===== config.mk =====
export PLATFORM = sky130hd
export DESIGN_NAME = cld_controller
export DESIGN_NICKNAME = d
export VERILOG_FILES = /design/src/rtl/cld_pkg.sv /design/src/rtl/cld_controller.sv
export SDC_FILE = /design/constraint.sdc
export NUM_CORES = 1
export LEC_CHECK = 0
export ABC_AREA = 0
export CORE_AREA = 2 2 39 41
export CTS_CLUSTER_DIAMETER = 120
export DETAILED_ROUTE_END_ITERATION = 6
export DIE_AREA = 0 0 41 43
export DONT_BUFFER_PORTS = 1
export SETUP_SLACK_MARGIN = 0.4
export SLEW_MARGIN = 20
export SYNTH_ARGS = -nofsm -noshare
export SYNTH_HDL_FRONTEND = slang
export SYNTH_SLANG_ARGS = --single-unit

===== constraint.sdc =====
create_clock -name i_clk -period 1.7 [get_ports i_clk]
set_input_delay 0.17 -clock i_clk [delete_from_list [all_inputs] [get_ports i_clk]]
set_output_delay 0.17 -clock i_clk [all_outputs]
set_load 0.01 [all_outputs]

===== src/rtl/cld_pkg.sv =====
// Package for the circular list deque: sizes, command and status codes,
// and the control/status structs shared by controller and datapath.
// No dependencies.
`timescale 1ns / 1ps

package cld_pkg;

    localparam int DEPTH = 256;
    localparam int PTR_W = $clog2(DEPTH);
    localparam int CNT_W = PTR_W + 1;
    localparam int CMD_W = 3;
    localparam int VAL_W = 32;
    localparam int POS_W = 16;
    localparam int STS_W = 2;
    localparam int DIV_CNT_W = $clog2(POS_W);

    localparam logic [CMD_W-1:0] CMD_PUSH_BACK  = 3'd0;
    localparam logic [CMD_W-1:0] CMD_PUSH_FRONT = 3'd1;
    localparam logic [CMD_W-1:0] CMD_POP_FRONT  = 3'd2;
    localparam logic [CMD_W-1:0] CMD_READ_INDEX = 3'd3;
    localparam logic [CMD_W-1:0] CMD_READ_FRONT = 3'd4;
    localparam logic [CMD_W-1:0] CMD_CLEAR      = 3'd5;

    localparam logic [STS_W-1:0] ST_OK    = 2'd0;
    localparam logic [STS_W-1:0] ST_EMPTY = 2'd1;
    localparam logic [STS_W-1:0] ST_FULL  = 2'd2;

    // Commands from controller to datapath
    typedef struct packed {
        logic latch;     // capture the input transaction
        logic exec;      // decode, update pointers, write the ring
        logic div_step;  // one restoring-division step
        logic rd_issue;  // registered ring read
        logic out_load;  // load the output register
    } t_ctrl_cmd;

    // Status from datapath to controller
    typedef struct packed {
        logic rd_needed; // command reads a non-empty ring
        logic is_rd_idx; // command is read at index
        logic div_last;  // final division step in progress
    } t_dp_status;

endpackage


===== src/rtl/cld_controller.sv =====
// Controller of the circular list deque: one-hot sequencer and output valid.
// Depends on cld_pkg.
`timescale 1ns / 1ps

module cld_controller (
    input  logic                  i_clk,
    input  logic                  i_rst_n,
    input  logic                  i_valid,
    output logic                  o_ready,
    output logic                  o_valid,
    input  logic                  i_ready,
    input  cld_pkg::t_dp_status   i_sts,
    output cld_pkg::t_ctrl_cmd    o_cmd
);

    typedef enum logic [4:0] {
        S_IDLE = 5'b00001,
        S_EXEC = 5'b00010,
        S_DIV  = 5'b00100,
        S_READ = 5'b01000,
        S_DONE = 5'b10000
    } t_state;

    t_state r_state;
    t_state n_state;
    logic   r_out_valid;
    logic   n_out_valid;
    logic   out_free;

    assign out_free = !r_out_valid || i_ready;

    always_comb begin
        n_state = r_state;
        o_cmd   = '0;
        case (r_state)
            S_IDLE: begin
                o_cmd.latch = i_valid;
                if (i_valid) begin
                    n_state = S_EXEC;
                end
            end
            S_EXEC: begin
                o_cmd.exec = 1'b1;
                if (!i_sts.rd_needed) begin
                    n_state = S_DONE;
                end else if (i_sts.is_rd_idx) begin
                    n_state = S_DIV;
                end else begin
                    n_state = S_READ;
                end
            end
            S_DIV: begin
                o_cmd.div_step = 1'b1;
                if (i_sts.div_last) begin
                    n_state = S_READ;
                end
            end
            S_READ: begin
                o_cmd.rd_issue = 1'b1;
                n_state = S_DONE;
            end
            S_DONE: begin
                // Hold the result until the output register is free
                o_cmd.out_load = out_free;
                if (out_free) begin
                    n_state = S_IDLE;
                end
            end
            default: begin
                n_state = S_IDLE;
            end
        endcase
    end

    always_comb begin
        n_out_valid = r_out_valid;
        if (o_cmd.out_load) begin
            n_out_valid = 1'b1;
        end else if (i_ready) begin
            n_out_valid = 1'b0;
        end
    end

    always_ff @(posedge i_clk) begin
        if (!i_rst_n) begin
            r_state     <= S_IDLE;
            r_out_valid <= 1'b0;
        end else begin
            r_state     <= n_state;
            r_out_valid <= n_out_valid;
        end
    end

    assign o_ready = (r_state == S_IDLE);
    assign o_valid = r_out_valid;

endmodule


Word level (Yosys, flattened, before mapping)
Cells that the tools add are included.
{"block": "totals", "ff_bits": 6, "output_inout_bits": 7}
{"block": "classes", "n_eq_ne": 8, "muxes": 13, "reduce_logical": 4}
{"cell": "case mux 5 bit (5 select lines)", "count": 1}
{"cell": "two-way mux 5 bit", "count": 4}
{"cell": "two-way mux 1 bit", "count": 7}
{"cell": "inequality test 2 bit (second input constant)", "count": 3}
{"cell": "equality test 5 x 1 -> 1 bit (second input constant)", "count": 1}
{"cell": "equality test 5 x 2 -> 1 bit (second input constant)", "count": 1}
{"cell": "equality test 5 x 3 -> 1 bit (second input constant)", "count": 1}
{"cell": "equality test 5 x 4 -> 1 bit (second input constant)", "count": 1}
{"cell": "equality test 5 bit (second input constant)", "count": 1}
{"cell": "two-way mux 4 bit", "count": 1}
{"cell": "AND reduction 3 bit", "count": 1}
{"cell": "nonzero test 2 bit", "count": 1}
{"cell": "zero test 1 bit", "count": 1}
{"cell": "logical OR 1 bit", "count": 1}

Depth between registers and ports, before layout
{"block": "logic_depth", "word_depth": 4, "depth_mapped": 5}

Worst setup path before layout
No wires, ideal clock.
{"block": "synth_timing", "path_type": "reg2out", "start": "register r_state[3]", "end": "output o_cmd[2] (netlist name)", "t_arrival_ns": 1.080, "t_required_ns": 1.530, "setup_slack_ns": 0.450, "path_stages_with_launch": 4, "n_path_buf": 1, "path_cell_list": "dfxtp_1 buf_2 or3_1 nor3b_1"}
{"element": "start, declared", "line_no": "cld_controller.sv:24", "source": "t_state r_state;"}
{"element": "start signal, assigned", "line_no": "cld_controller.sv:89", "source": "r_state <= n_state;"}
{"element": "end, declared", "line_no": "cld_controller.sv:13", "source": "output cld_pkg::t_ctrl_cmd o_cmd"}

==> impl_metrics.csv <==
group,metric,value,unit
grt,antenna_found_initial,0,
layout,syn_to_final_growth,36.3,%
yosys,postSynthCellCount,45,
route,drt_iter0_markers,4,
grt,grt_max_degree,14,
setup_path,startpoint,"r_state[3]$_SDFFE_PN0P_",
sta,whs,0.0105,ns
layout,drive_gt1_share,47.1,%
job,max_cap_viol_count,0,
yosys,yosys_warnings,0,
layout,nets,60,
clocking,cts_tree,"done",
run_status,status,"completed",
yosys,avgSynthCellArea,8.34,sq um
die,start_util,27.1,%
placement,place_congestion,0.654,
sta,min_period_over_period,82.8,%
clocking,cts_root_buf,"clkbuf_4",
die,rows,14,
die,die-area,1760,sq um
setup_path,r2r_end,"r_state[0]$_SDFFE_PN1P_",
sta,worst_clock_skew,0.00318,ns
clocking,cts_hold_buffers,0,
clocking,cts_buffer_depth,2,
layout,fin_area,512,sq um
power_and_ir_drop,peakVddDrop,0.000206,V
power_and_ir_drop,powerDensity,661,nW/um^2
sta,finalSetupViolCount,0,
yosys,synth-simple-area-share,41.0,%
yosys,synthXorXnorAreaFrac,0,%
placement,port_buffers,0,
power_and_ir_drop,cellLeakagePower,0.186,nW
placement,place_area,367,sq um
clocking,clk_pin_slew,0.05,ns
min_path,whs_path_depth,1,
setup_path,r2r_cells,4,
route,finalWirelength,856,microns
route,dr.pass1.iters,5,
yosys,synthesis.area,375,sq um
placement,dp.cells,57,
setup_path,cp.required,1.53,ns
setup_path,rrSetupSlack,0.47,ns
sta,final_max_slew_viol_count,0,
setup_path,criticalPathCategory,"reg -> out",
die,num_io_pins,14,
setup_path,critPathArrivalTime,1.24,ns
setup_path,critPathMaxStageDelay,0.40,ns
yosys,yosysTopAreaCellShare,32.0,%
yosys,syn-num-nets,52,
yosys,synthAdderAreaFrac,0,%
setup_path,r2r_start,"r_state[2]$_SDFFE_PN0P_",
setup_path,critPathSlowestCell,"or3_4",
grt,grt_pass1_vias,330,
sta,worst_pin_slew,0.303,ns
min_path,holdCritStartpoint,"i_rst_n",
grt,grt_usage,11.5,%
yosys,async_flop_share,0,%
yosys,ys.flop_type,"dfxtp_1",
setup_path,cp-end-kind,"primary output",
die,die_h,43,microns
route,via_per_inst,5.19,
yosys,synth-compound-area-share,15.7,%
yosys,post_synth_num_cell_types,27,
min_path,min_to,"r_state[0]$_SDFFE_PN1P_",
yosys,synthMuxAreaShare,2.67,%
sta,slew_headroom,79.5,%
clocking,clk_latency,0.24,ns
route,drcViolationCount,0,
clocking,cts_sinks,6,
route,vias,348,
setup_path,start_kind,"flip-flop",
yosys,synthTopCellsByArea,"dfxtp_1, nand3b_1, nor3b_1, nor2_1, and3_1",
sta,final_hold_viol_count,0,
grt,grt_pass1_wl,1360,microns
layout,stdcell_count,67,
route,wl_per_cell,12.8,microns
yosys,synth_top_family_by_area,"simple AND/OR/NAND/NOR gates",
sta,setup_tns,0,ns
setup_path,crit_family,"simple AND/OR/NAND/NOR gates",
setup_path,path_max_fanout,4,
yosys,synth-seq-area-share,32.0,%
die,die_x,41,microns
layout,antennaDiodeCount,0,
yosys,ys_ff_latch,6,
setup_path,path_cells,"or3_4 -> nor3b_4",
route,ant_nets,0,
setup_path,cp_num_buf_inv,0,
yosys,yosys.area.top_type,"dfxtp_1",
sta,rsz0062_at_grt,"yes",
clocking,htreeDepth,1,
min_path,worstHoldPathType,"in -> reg",
sta,post-route-min-period,1.41,ns
yosys,synth_enable_flop_cells,0,
sta,max_freq,710,MHz
clocking,cts_buffers,3,
die,coreArea,1380,sq um
grt,grt-ovfl-total,0,
## flip-flops by register name, summed over array words and instances (netlist names)
| name | count |
|---|---|
| r_state | 5 |
| o_valid | 1 |
## worst reg2reg max path, stage by stage, from the launching register on
cell	delay [ns]
dfxtp_4	0.36
buf_4	0.14
o21a_1	0.18
a2111oi_2	0.29
o211ai_1	0.13
## final cells by class
cell class	count	area, sq um
fill	143	872
multi-input combinational	34	278
sequential	6	135
timing repair buffer	7	52.6
clock buffer	3	22.5
tap	16	20.0
inverter	1	3.75
## kinds of logic after synthesis
kind of cell    after synthesis
compound gates                8
simple gates                 25
flops                         6
mux                           1
buf+inv                       5
## stage by stage
stage	util (%)	worst slack (ns)	total power, W
after global routing	37.0	0.257	0.000361
after floorplan	-	0.450	0.000192
after global placement	26.5	0.352	0.000196
after CTS	34.0	0.275	0.000341
final	37.0	0.292	0.000338
after detailed placement	26.5	0.336	0.000196
## cell usage in the layout, fill, tap and decap left out, types with 2 or more instances in the layout
cell | Yosys | routed
buf_4 | 1 | 7
nand3b_1 | 5 | 5
dfxtp_4 | 0 | 4
nor2_1 | 4 | 3
clkbuf_4 | 0 | 3
nand2_1 | 2 | 2
nor3b_4 | 0 | 2
and3_1 | 2 | 2
dfxtp_1 | 6 | 2
## where the power goes
part	switching, W	internal (W)
Combinational	0.0000227	0.0000287
Sequential	0.0000126	0.000142
Clock	0.0000524	0.0000799
Total	0.0000877	0.000250
## per-layer routing
metal  track usage, %  wire, microns
met1             11.7            317
met2             19.1            491
met3             2.62             47
met4             8.00              0
met5                0              0
## cells in the mapped netlist, types with 2 or more instances
cell and n:
nand2_1 2, and3_1 2, dfxtp_1 6, nor2_1 4, nand3b_1 5, buf_2 2, nor3_1 2, nor3b_1 3
## worst max-delay path by stage
stage	to	slack, ns	depth (start not counted)
4_1_cts	o_cmd[2]	0.27	2
3_3_place_gp	o_cmd[4]	0.35	3
6_report	o_cmd[2]	0.29	2
3_5_place_dp	o_cmd[4]	0.34	3
2_1_floorplan	o_cmd[2]	0.45	3
5_1_grt	o_cmd[2]	0.26	2
## repair_timing
action                                 in CTS  in global routing
setup buffers                               3                  4
setup endpoints to repair                   7                  6
endpoints found under the hold margin       0                  0
resized for setup                          16                  4
pin swaps                                   5                  4
Note: power is estimated with default switching activity, not from simulation.
